## config.mk

```make
export PLATFORM = sky130hd
export DESIGN_NAME = lkxc_ctrl
export DESIGN_NICKNAME = d
export VERILOG_FILES = /design/src/rtl/lkxc_pkg.sv /design/src/rtl/lkxc_ctrl.sv
export SDC_FILE = /design/constraint.sdc
export NUM_CORES = 1
export LEC_CHECK = 0
export BUFFER_PORTS_ARGS = -buffer_cell sky130_fd_sc_hd__buf_4
export CELL_PAD_IN_SITES_DETAIL_PLACEMENT = 0
export CELL_PAD_IN_SITES_GLOBAL_PLACEMENT = 1
export CORE_MARGIN = 2
export CORE_UTILIZATION = 30
export CTS_CLUSTER_SIZE = 12
export DETAILED_ROUTE_END_ITERATION = 6
export PLACE_DENSITY = 0.59
export SYNTH_ARGS = -nofsm -noshare
export SYNTH_HDL_FRONTEND = slang
export SYNTH_SLANG_ARGS = --single-unit
```

## constraint.sdc

```tcl
create_clock -name aclk -period 2.7 [get_ports aclk]
set_input_delay 0.405 -clock aclk [delete_from_list [all_inputs] [get_ports aclk]]
set_output_delay 0.405 -clock aclk [all_outputs]
set_load 0.02 [all_outputs]
```

## src/rtl/lkxc_pkg.sv

```systemverilog
// Shared types and constants for the LCG keystream XOR cipher.
`default_nettype none
package lkxc_pkg;
    localparam int unsigned ModMax = 32'h8000_0000;

    typedef enum logic [2:0] {
        REG_MULT = 3'd0,
        REG_INCR = 3'd1,
        REG_MOD  = 3'd2,
        REG_SEED = 3'd3,
        REG_INV  = 3'd4
    } reg_index_t;

    // Datapath operations.
    typedef enum logic [2:0] {
        OP_STEP_MUL = 3'd0, // prod = state*mult + incr
        OP_POW_R    = 3'd1, // prod = r*b
        OP_POW_B    = 3'd2, // prod = b*b
        OP_GEO      = 3'd3, // prod = (an-1)*inv
        OP_T1       = 3'd4, // prod = an*seed
        OP_T2       = 3'd5, // prod = geo*incr + t1
        OP_INIT     = 3'd6  // prod = mult (reduce base), r = 1 mod m
    } op_t;

    typedef struct packed {
        logic  start;     // load the product and begin reduction
        op_t   op;
        logic  wr_state;  // write the remainder to the generator state
        logic  wr_r;
        logic  wr_b;
        logic  wr_an;
        logic  wr_geo;
        logic  wr_t1;
        logic  init_r;
        logic  emit;      // capture out byte
    } dp_cmd_t;

    typedef struct packed {
        logic red_done;
    } dp_status_t;
endpackage
`default_nettype wire

```

## src/rtl/lkxc_ctrl.sv

```systemverilog
// Controller: sequences step, power and jump-ahead operations.
`default_nettype none
module lkxc_ctrl (
    input  wire logic                 aclk,
    input  wire logic                 aresetn,
    input  wire logic                 s_valid,
    output logic                      s_ready,
    input  wire logic                 s_cmd,
    input  wire logic [31:0]          s_skip_count,
    output logic                      m_valid,
    input  wire logic                 m_ready,
    output lkxc_pkg::dp_cmd_t         cmd,
    input  wire lkxc_pkg::dp_status_t status
);
    typedef enum logic [3:0] {
        S_IDLE, S_STEP, S_STEP_WR, S_INIT, S_PR, S_PB, S_GEO, S_T1, S_T2, S_DONE
    } state_t;

    state_t      state_reg;
    logic [31:0] exp_reg;
    logic [5:0]  bit_reg;
    logic        wait_reg;
    logic        mv_reg;

    always_comb begin
        cmd = '0;
        cmd.op = lkxc_pkg::OP_STEP_MUL;
        unique case (state_reg)
            S_STEP:  cmd.op = lkxc_pkg::OP_STEP_MUL;
            S_INIT:  cmd.op = lkxc_pkg::OP_INIT;
            S_PR:    cmd.op = lkxc_pkg::OP_POW_R;
            S_PB:    cmd.op = lkxc_pkg::OP_POW_B;
            S_GEO:   cmd.op = lkxc_pkg::OP_GEO;
            S_T1:    cmd.op = lkxc_pkg::OP_T1;
            S_T2:    cmd.op = lkxc_pkg::OP_T2;
            default: cmd.op = lkxc_pkg::OP_STEP_MUL;
        endcase
        if (!wait_reg && state_reg != S_IDLE && state_reg != S_STEP_WR
            && state_reg != S_DONE) cmd.start = 1'b1;
        if (wait_reg && status.red_done) begin
            unique case (state_reg)
                S_STEP:  cmd.wr_state = 1'b1;
                S_INIT:  begin cmd.wr_b = 1'b1; cmd.init_r = 1'b1; end
                S_PR:    cmd.wr_r = 1'b1;
                S_PB:    cmd.wr_b = 1'b1;
                S_GEO:   cmd.wr_geo = 1'b1;
                S_T1:    cmd.wr_t1 = 1'b1;
                S_T2:    cmd.wr_state = 1'b1;
                default: ;
            endcase
        end
        // hold the new byte until the output register is free
        if (state_reg == S_STEP_WR && (!mv_reg || m_ready)) cmd.emit = 1'b1;
        if (state_reg == S_DONE) cmd.wr_an = 1'b1;
    end

    assign s_ready = (state_reg == S_IDLE);
    assign m_valid = mv_reg;

    always_ff @(posedge aclk) begin
        if (!aresetn) begin
            state_reg <= S_IDLE;
            wait_reg  <= 1'b0;
            mv_reg    <= 1'b0;
            bit_reg   <= '0;
        end else begin
            if (cmd.emit) mv_reg <= 1'b1;
            else if (m_ready) mv_reg <= 1'b0;
            if (cmd.start) wait_reg <= 1'b1;
            if (wait_reg && status.red_done) wait_reg <= 1'b0;
            unique case (state_reg)
                S_IDLE: if (s_valid && s_ready) begin
                    if (!s_cmd) state_reg <= S_STEP;
                    else if (s_skip_count != 32'd0) begin
                        exp_reg   <= s_skip_count;
                        bit_reg   <= '0;
                        state_reg <= S_INIT;
                    end
                end
                S_STEP:    if (wait_reg && status.red_done) state_reg <= S_STEP_WR;
                S_STEP_WR: if (!mv_reg || m_ready) state_reg <= S_IDLE;
                S_INIT:    if (wait_reg && status.red_done)
                               state_reg <= exp_reg[0] ? S_PR : S_PB;
                S_PR:      if (wait_reg && status.red_done) state_reg <= S_PB;
                S_PB:      if (wait_reg && status.red_done) begin
                    // advance to next exponent bit
                    if (bit_reg == 6'd31 || exp_reg[31:1] == 31'd0) state_reg <= S_DONE;
                    else begin
                        exp_reg   <= {1'b0, exp_reg[31:1]};
                        bit_reg   <= bit_reg + 6'd1;
                        state_reg <= exp_reg[1] ? S_PR : S_PB;
                    end
                end
                S_DONE:    state_reg <= S_GEO;
                S_GEO:     if (wait_reg && status.red_done) state_reg <= S_T1;
                S_T1:      if (wait_reg && status.red_done) state_reg <= S_T2;
                S_T2:      if (wait_reg && status.red_done) state_reg <= S_IDLE;
                default:   state_reg <= S_IDLE;
            endcase
        end
    end
endmodule
`default_nettype wire

```

# Word-level counts from Yosys, hierarchy flattened
# Cells that the tools add are included.
# totals
in_bits	38
out_inout_bits	14
word_cells	95
register_bits	44
# classes
reduce_logical	22
addsub	1
eq_ne	25
bitwise	1
n_mux	41
# ops
operator	n
two-way mux 32 bit	5
one-hot mux 32 bit (2 select lines)	1
two-way mux 4 bit	12
one-hot mux 4 bit (10 select lines)	1
nonzero test 32 bit	1
logical NOT 31 bit	1
two-way mux 6 bit	5
one-hot mux 3 bit (6 select lines)	1
== test 4 x 3 -> 1 bit, second input constant	4
inequality test 2 bit, second input constant	8
two-way mux 1 bit	13
one-hot mux 6 bit (2 select lines)	1
AND reduction 10 bit	1
== test 4 x 2 -> 1 bit, second input constant	2
== test 4 bit, second input constant	2
inequality test 2 x 1 -> 1 bit, second input constant	4
AND reduction 7 bit	1
adder 6 x 1 -> 6 bit, second input constant	1
== test 6 x 5 -> 1 bit, second input constant	1
logical AND 1 bit	6
two-way mux 3 bit	2
AND reduction 6 bit	1
OR reduction 2 bit	3
== test 4 x 1 -> 1 bit, second input constant	1
9 further kinds	12

# Depth between registers and ports, before layout
# logic_depth
depth_word	5
mapped_depth	6
depth_no_buf	6

# Worst setup path after synthesis
# OpenSTA, ideal clock, no wires.
# synth_timing
path_type	reg2reg
startpoint	register state_reg[0]
endpoint	register exp_reg[0], enable pin
t_required_ps	2308
n_path_buf	1
setup_slack_ps	17
t_arrival_ps	2291
period_less_slack_ps	2683
stages_incl_launch_ff	6
setup_ps	392
cell_sequence	dfxtp_1 -> buf_4 -> nor4_4 -> a21oi_1 -> a221oi_1 -> and2_1
# synth_via
elab_chain_len	4
elab_cells_between_ends	10
classes_between	6 x eq/ne; 4 x reduce/logical
# synth_rtl
element	line	text
from (decl)	lkxc_ctrl.sv:19	state_t state_reg;
from (signal assigned)	lkxc_ctrl.sv:83	state_reg <= exp_reg[0] ? S_PR : S_PB;
from (signal assigned)	lkxc_ctrl.sv:91	state_reg <= exp_reg[1] ? S_PR : S_PB;
logical NOT 4 bit *	lkxc_ctrl.sv:57	assign s_ready = (state_reg == S_IDLE);
net s_ready	lkxc_ctrl.sv:7	output logic s_ready,
logical AND 1 bit	lkxc_ctrl.sv:72	S_IDLE: if (s_valid && s_ready) begin
inequality test 2 x 1 -> 1 bit (no source line)	-	
AND reduction 7 bit (no source line) *	-	
to (signal assigned)	lkxc_ctrl.sv:75	exp_reg <= s_skip_count;
to (signal assigned)	lkxc_ctrl.sv:89	exp_reg <= {1'b0, exp_reg[31:1]};
to (decl)	lkxc_ctrl.sv:20	logic [31:0] exp_reg;
# The timed path passes the listed nets; every way through them passes the cells marked *.
# A chain may end at the register's enable or synchronous reset.

==> results.json <==
{
  "yosys_most_used_dff": "edfxtp_1",
  "clk_pin_slew_ns": 0.09,
  "arrival_ns": 2.05,
  "ys_seq_area_share_pct": 49.95,
  "avgRoutedWirePerCell_um": 16.37,
  "ir_worst_vdd_uv": 241.4,
  "start_util_pct": 31.12,
  "insertion_delay_ns": 0.29,
  "clock_path_buffers": 2,
  "crit_type": "register to output port",
  "fin_worst_skew_ns": 0.005590,
  "cts_max_level": 2,
  "rows": 32,
  "firstDrtPassIters": 4,
  "core_area_um2": 7727,
  "syn-num-nets": 249,
  "cts_hold_buf": 0,
  "routabilityCongestion": 0.7624,
  "p_leak_uw": 0.001098,
  "ys_top_cells_by_count": "edfxtp_1 (32), mux2_2 (31), nor4_1 (19)",
  "fin_crit_sh_pct": 90.78,
  "finalHoldViolCount": 0,
  "async_reset_ff_share_pct": 0,
  "die_w_um": 93.53,
  "synth_edf_count": 32,
  "fin_setup_tns_ns": 0,
  "end_kind": "output port",
  "cts_resized": 0,
  "ant_nets": 0,
  "synth_top_area_cell": "edfxtp_1",
  "rsz0062_at_grt": "no",
  "synth_area_leaders": "edfxtp_1 (40%), mux2_2 (15%), dfxtp_1 (10%)",
  "avgSynthCellArea_um2": 11.45,
  "ys_ff_latch": 44,
  "cts_tree": "done",
  "synth_cell_types": 53,
  "cp-start-kind": "register",
  "largest_reg_flops": 32,
  "grt.total_usage_pct": 14.62,
  "die_h_um": 93.53,
  "area_delta_synth_final_pct": 27.32,
  "p_per_area_nw_per_um2": 634.3,
  "nNetsFinal": 306,
  "hold_class": "primary input to register",
  "grt_remaining_overflow": 0,
  "worstPathRequired_ns": 2.30,
  "grt_pass1_wl_um": 9991,
  "grt_pass1_vias": 1829,
  "diodes": 0,
  "layout_min_cycle_time_ns": 2.451,
  "cts_made_buffers": 5,
  "final_util_pct": 39.62,
  "slew_headroom_pct": 61.77,
  "num_vias": 1921,
  "drive_gt1_share_pct": 39.93,
  "antenna_found_initial": 0,
  "postCtsSetupRepairBufs": 0,
  "synth_top_area_share_pct": 39.96,
  "crit_path_max_fanout": 37,
  "drc_errors": 0,
  "slew_viol_final": 0,
  "setup_viol": 0,
  "totalWireLength_um": 6058,
  "root_buffer": "clkbuf_8",
  "grt_max_degree": 38,
  "cts.sinks": 44,
  "die-area_um2": 8748,
  "status": "finished clean",
  "first_iter_violations": 84,
  "port_buffers": 51,
  "max_freq_ghz": 0.4080,
  "postSynthCellCount": 210,
  "max_slew.worst_pin.slew_ns": 0.5726,
  "yosysMostFrequentCell": "edfxtp_1",
  "cap_viol_max_count": 0,
  "vias_per_cell": 5.192,
  "yosysWarningCount": 0,
  "synth_area_um2": 2405,
  "design.portCount": 52,
  "dp_hpwl_um": 4416
}
## report_power, final
| part | internal (uW) | leakage, uW | switching, uW | total, uW |
|---|---|---|---|---|
| Combinational | 257 | 0.000652 | 292 | 549 |
| Sequential | 813 | 0.000390 | 71.9 | 885 |
| Clock | 274 | 0.0000558 | 234 | 508 |
## final cells by class
type | count | area [um^2]
fill | 747 | 4666
sequential | 44 | 1201
multi-input combinational | 151 | 1136
timing repair buffer | 61 | 470.5
tap | 102 | 127.6
clock buffer | 5 | 68.82
clock inverter | 3 | 42.54
inverter | 4 | 15.01
## worst max-delay path: stages (launching register included)
cell	delay, ns
dfxtp_1	0.69
nand4bb_2	0.27
buf_4	0.41
o22ai_1	0.17
buf_4	0.18
## per-layer routing
metal	global-route usage [%]	vias up	routed length [um]	share of wire, %
met5	0	-	0	0
met4	3.623	0	40	0.66
met3	2.820	2	257	4.2
met2	21.70	49	2777	46
met1	21.83	921	2982	49
li1	-	949	-	-
## cell usage in the layout (no fill, tap or decap), drive strengths merged, types with 4 or more instances in the layout
| master | instances |
|---|---|
| buf | 61 |
| edfxtp | 32 |
| mux2 | 31 |
| nor4 | 20 |
| dfxtp | 12 |
| nor2 | 11 |
| a21oi | 11 |
| nand2 | 9 |
| o21ai | 6 |
| nand2b | 5 |
| nand4 | 5 |
| clkbuf | 5 |
| a21o | 4 |
## metrics by stage
stage	hold WS, ns	setup slack (ns)	cell area (um^2)	total power [uW]	std cells
after floorplan	0.4417	0.01657	2405	1233	210
after global placement	0.4637	0.4202	2950	1457	362
after detailed placement	0.4646	0.4702	2950	1452	362
after CTS	0.3916	0.2358	3062	1964	370
after global routing	0.3880	0.1025	3062	2057	370
final	0.4025	0.2489	3062	1942	370
## logic make-up after synthesis
family          synth area share, %
mux                           14.52
xor+xnor                     0.7285
simple gates                  17.48
compound gates                13.79
flops                         49.95
fa+ha+maj                    0.5202
buf+inv                       3.017
## worst paths after layout
path                                  startpoint          end  slack [ns]  cells after the start
worst max-delay path                state_reg[3]       cmd[5]        0.25                      4
worst max register to register      state_reg[3]  exp_reg[17]        0.46                      6
worst min-delay path            s_skip_count[31]  exp_reg[31]        0.40                      2
worst min register to register        bit_reg[1]   bit_reg[1]        0.48                      2
Power figures use the tool's default switching activity.
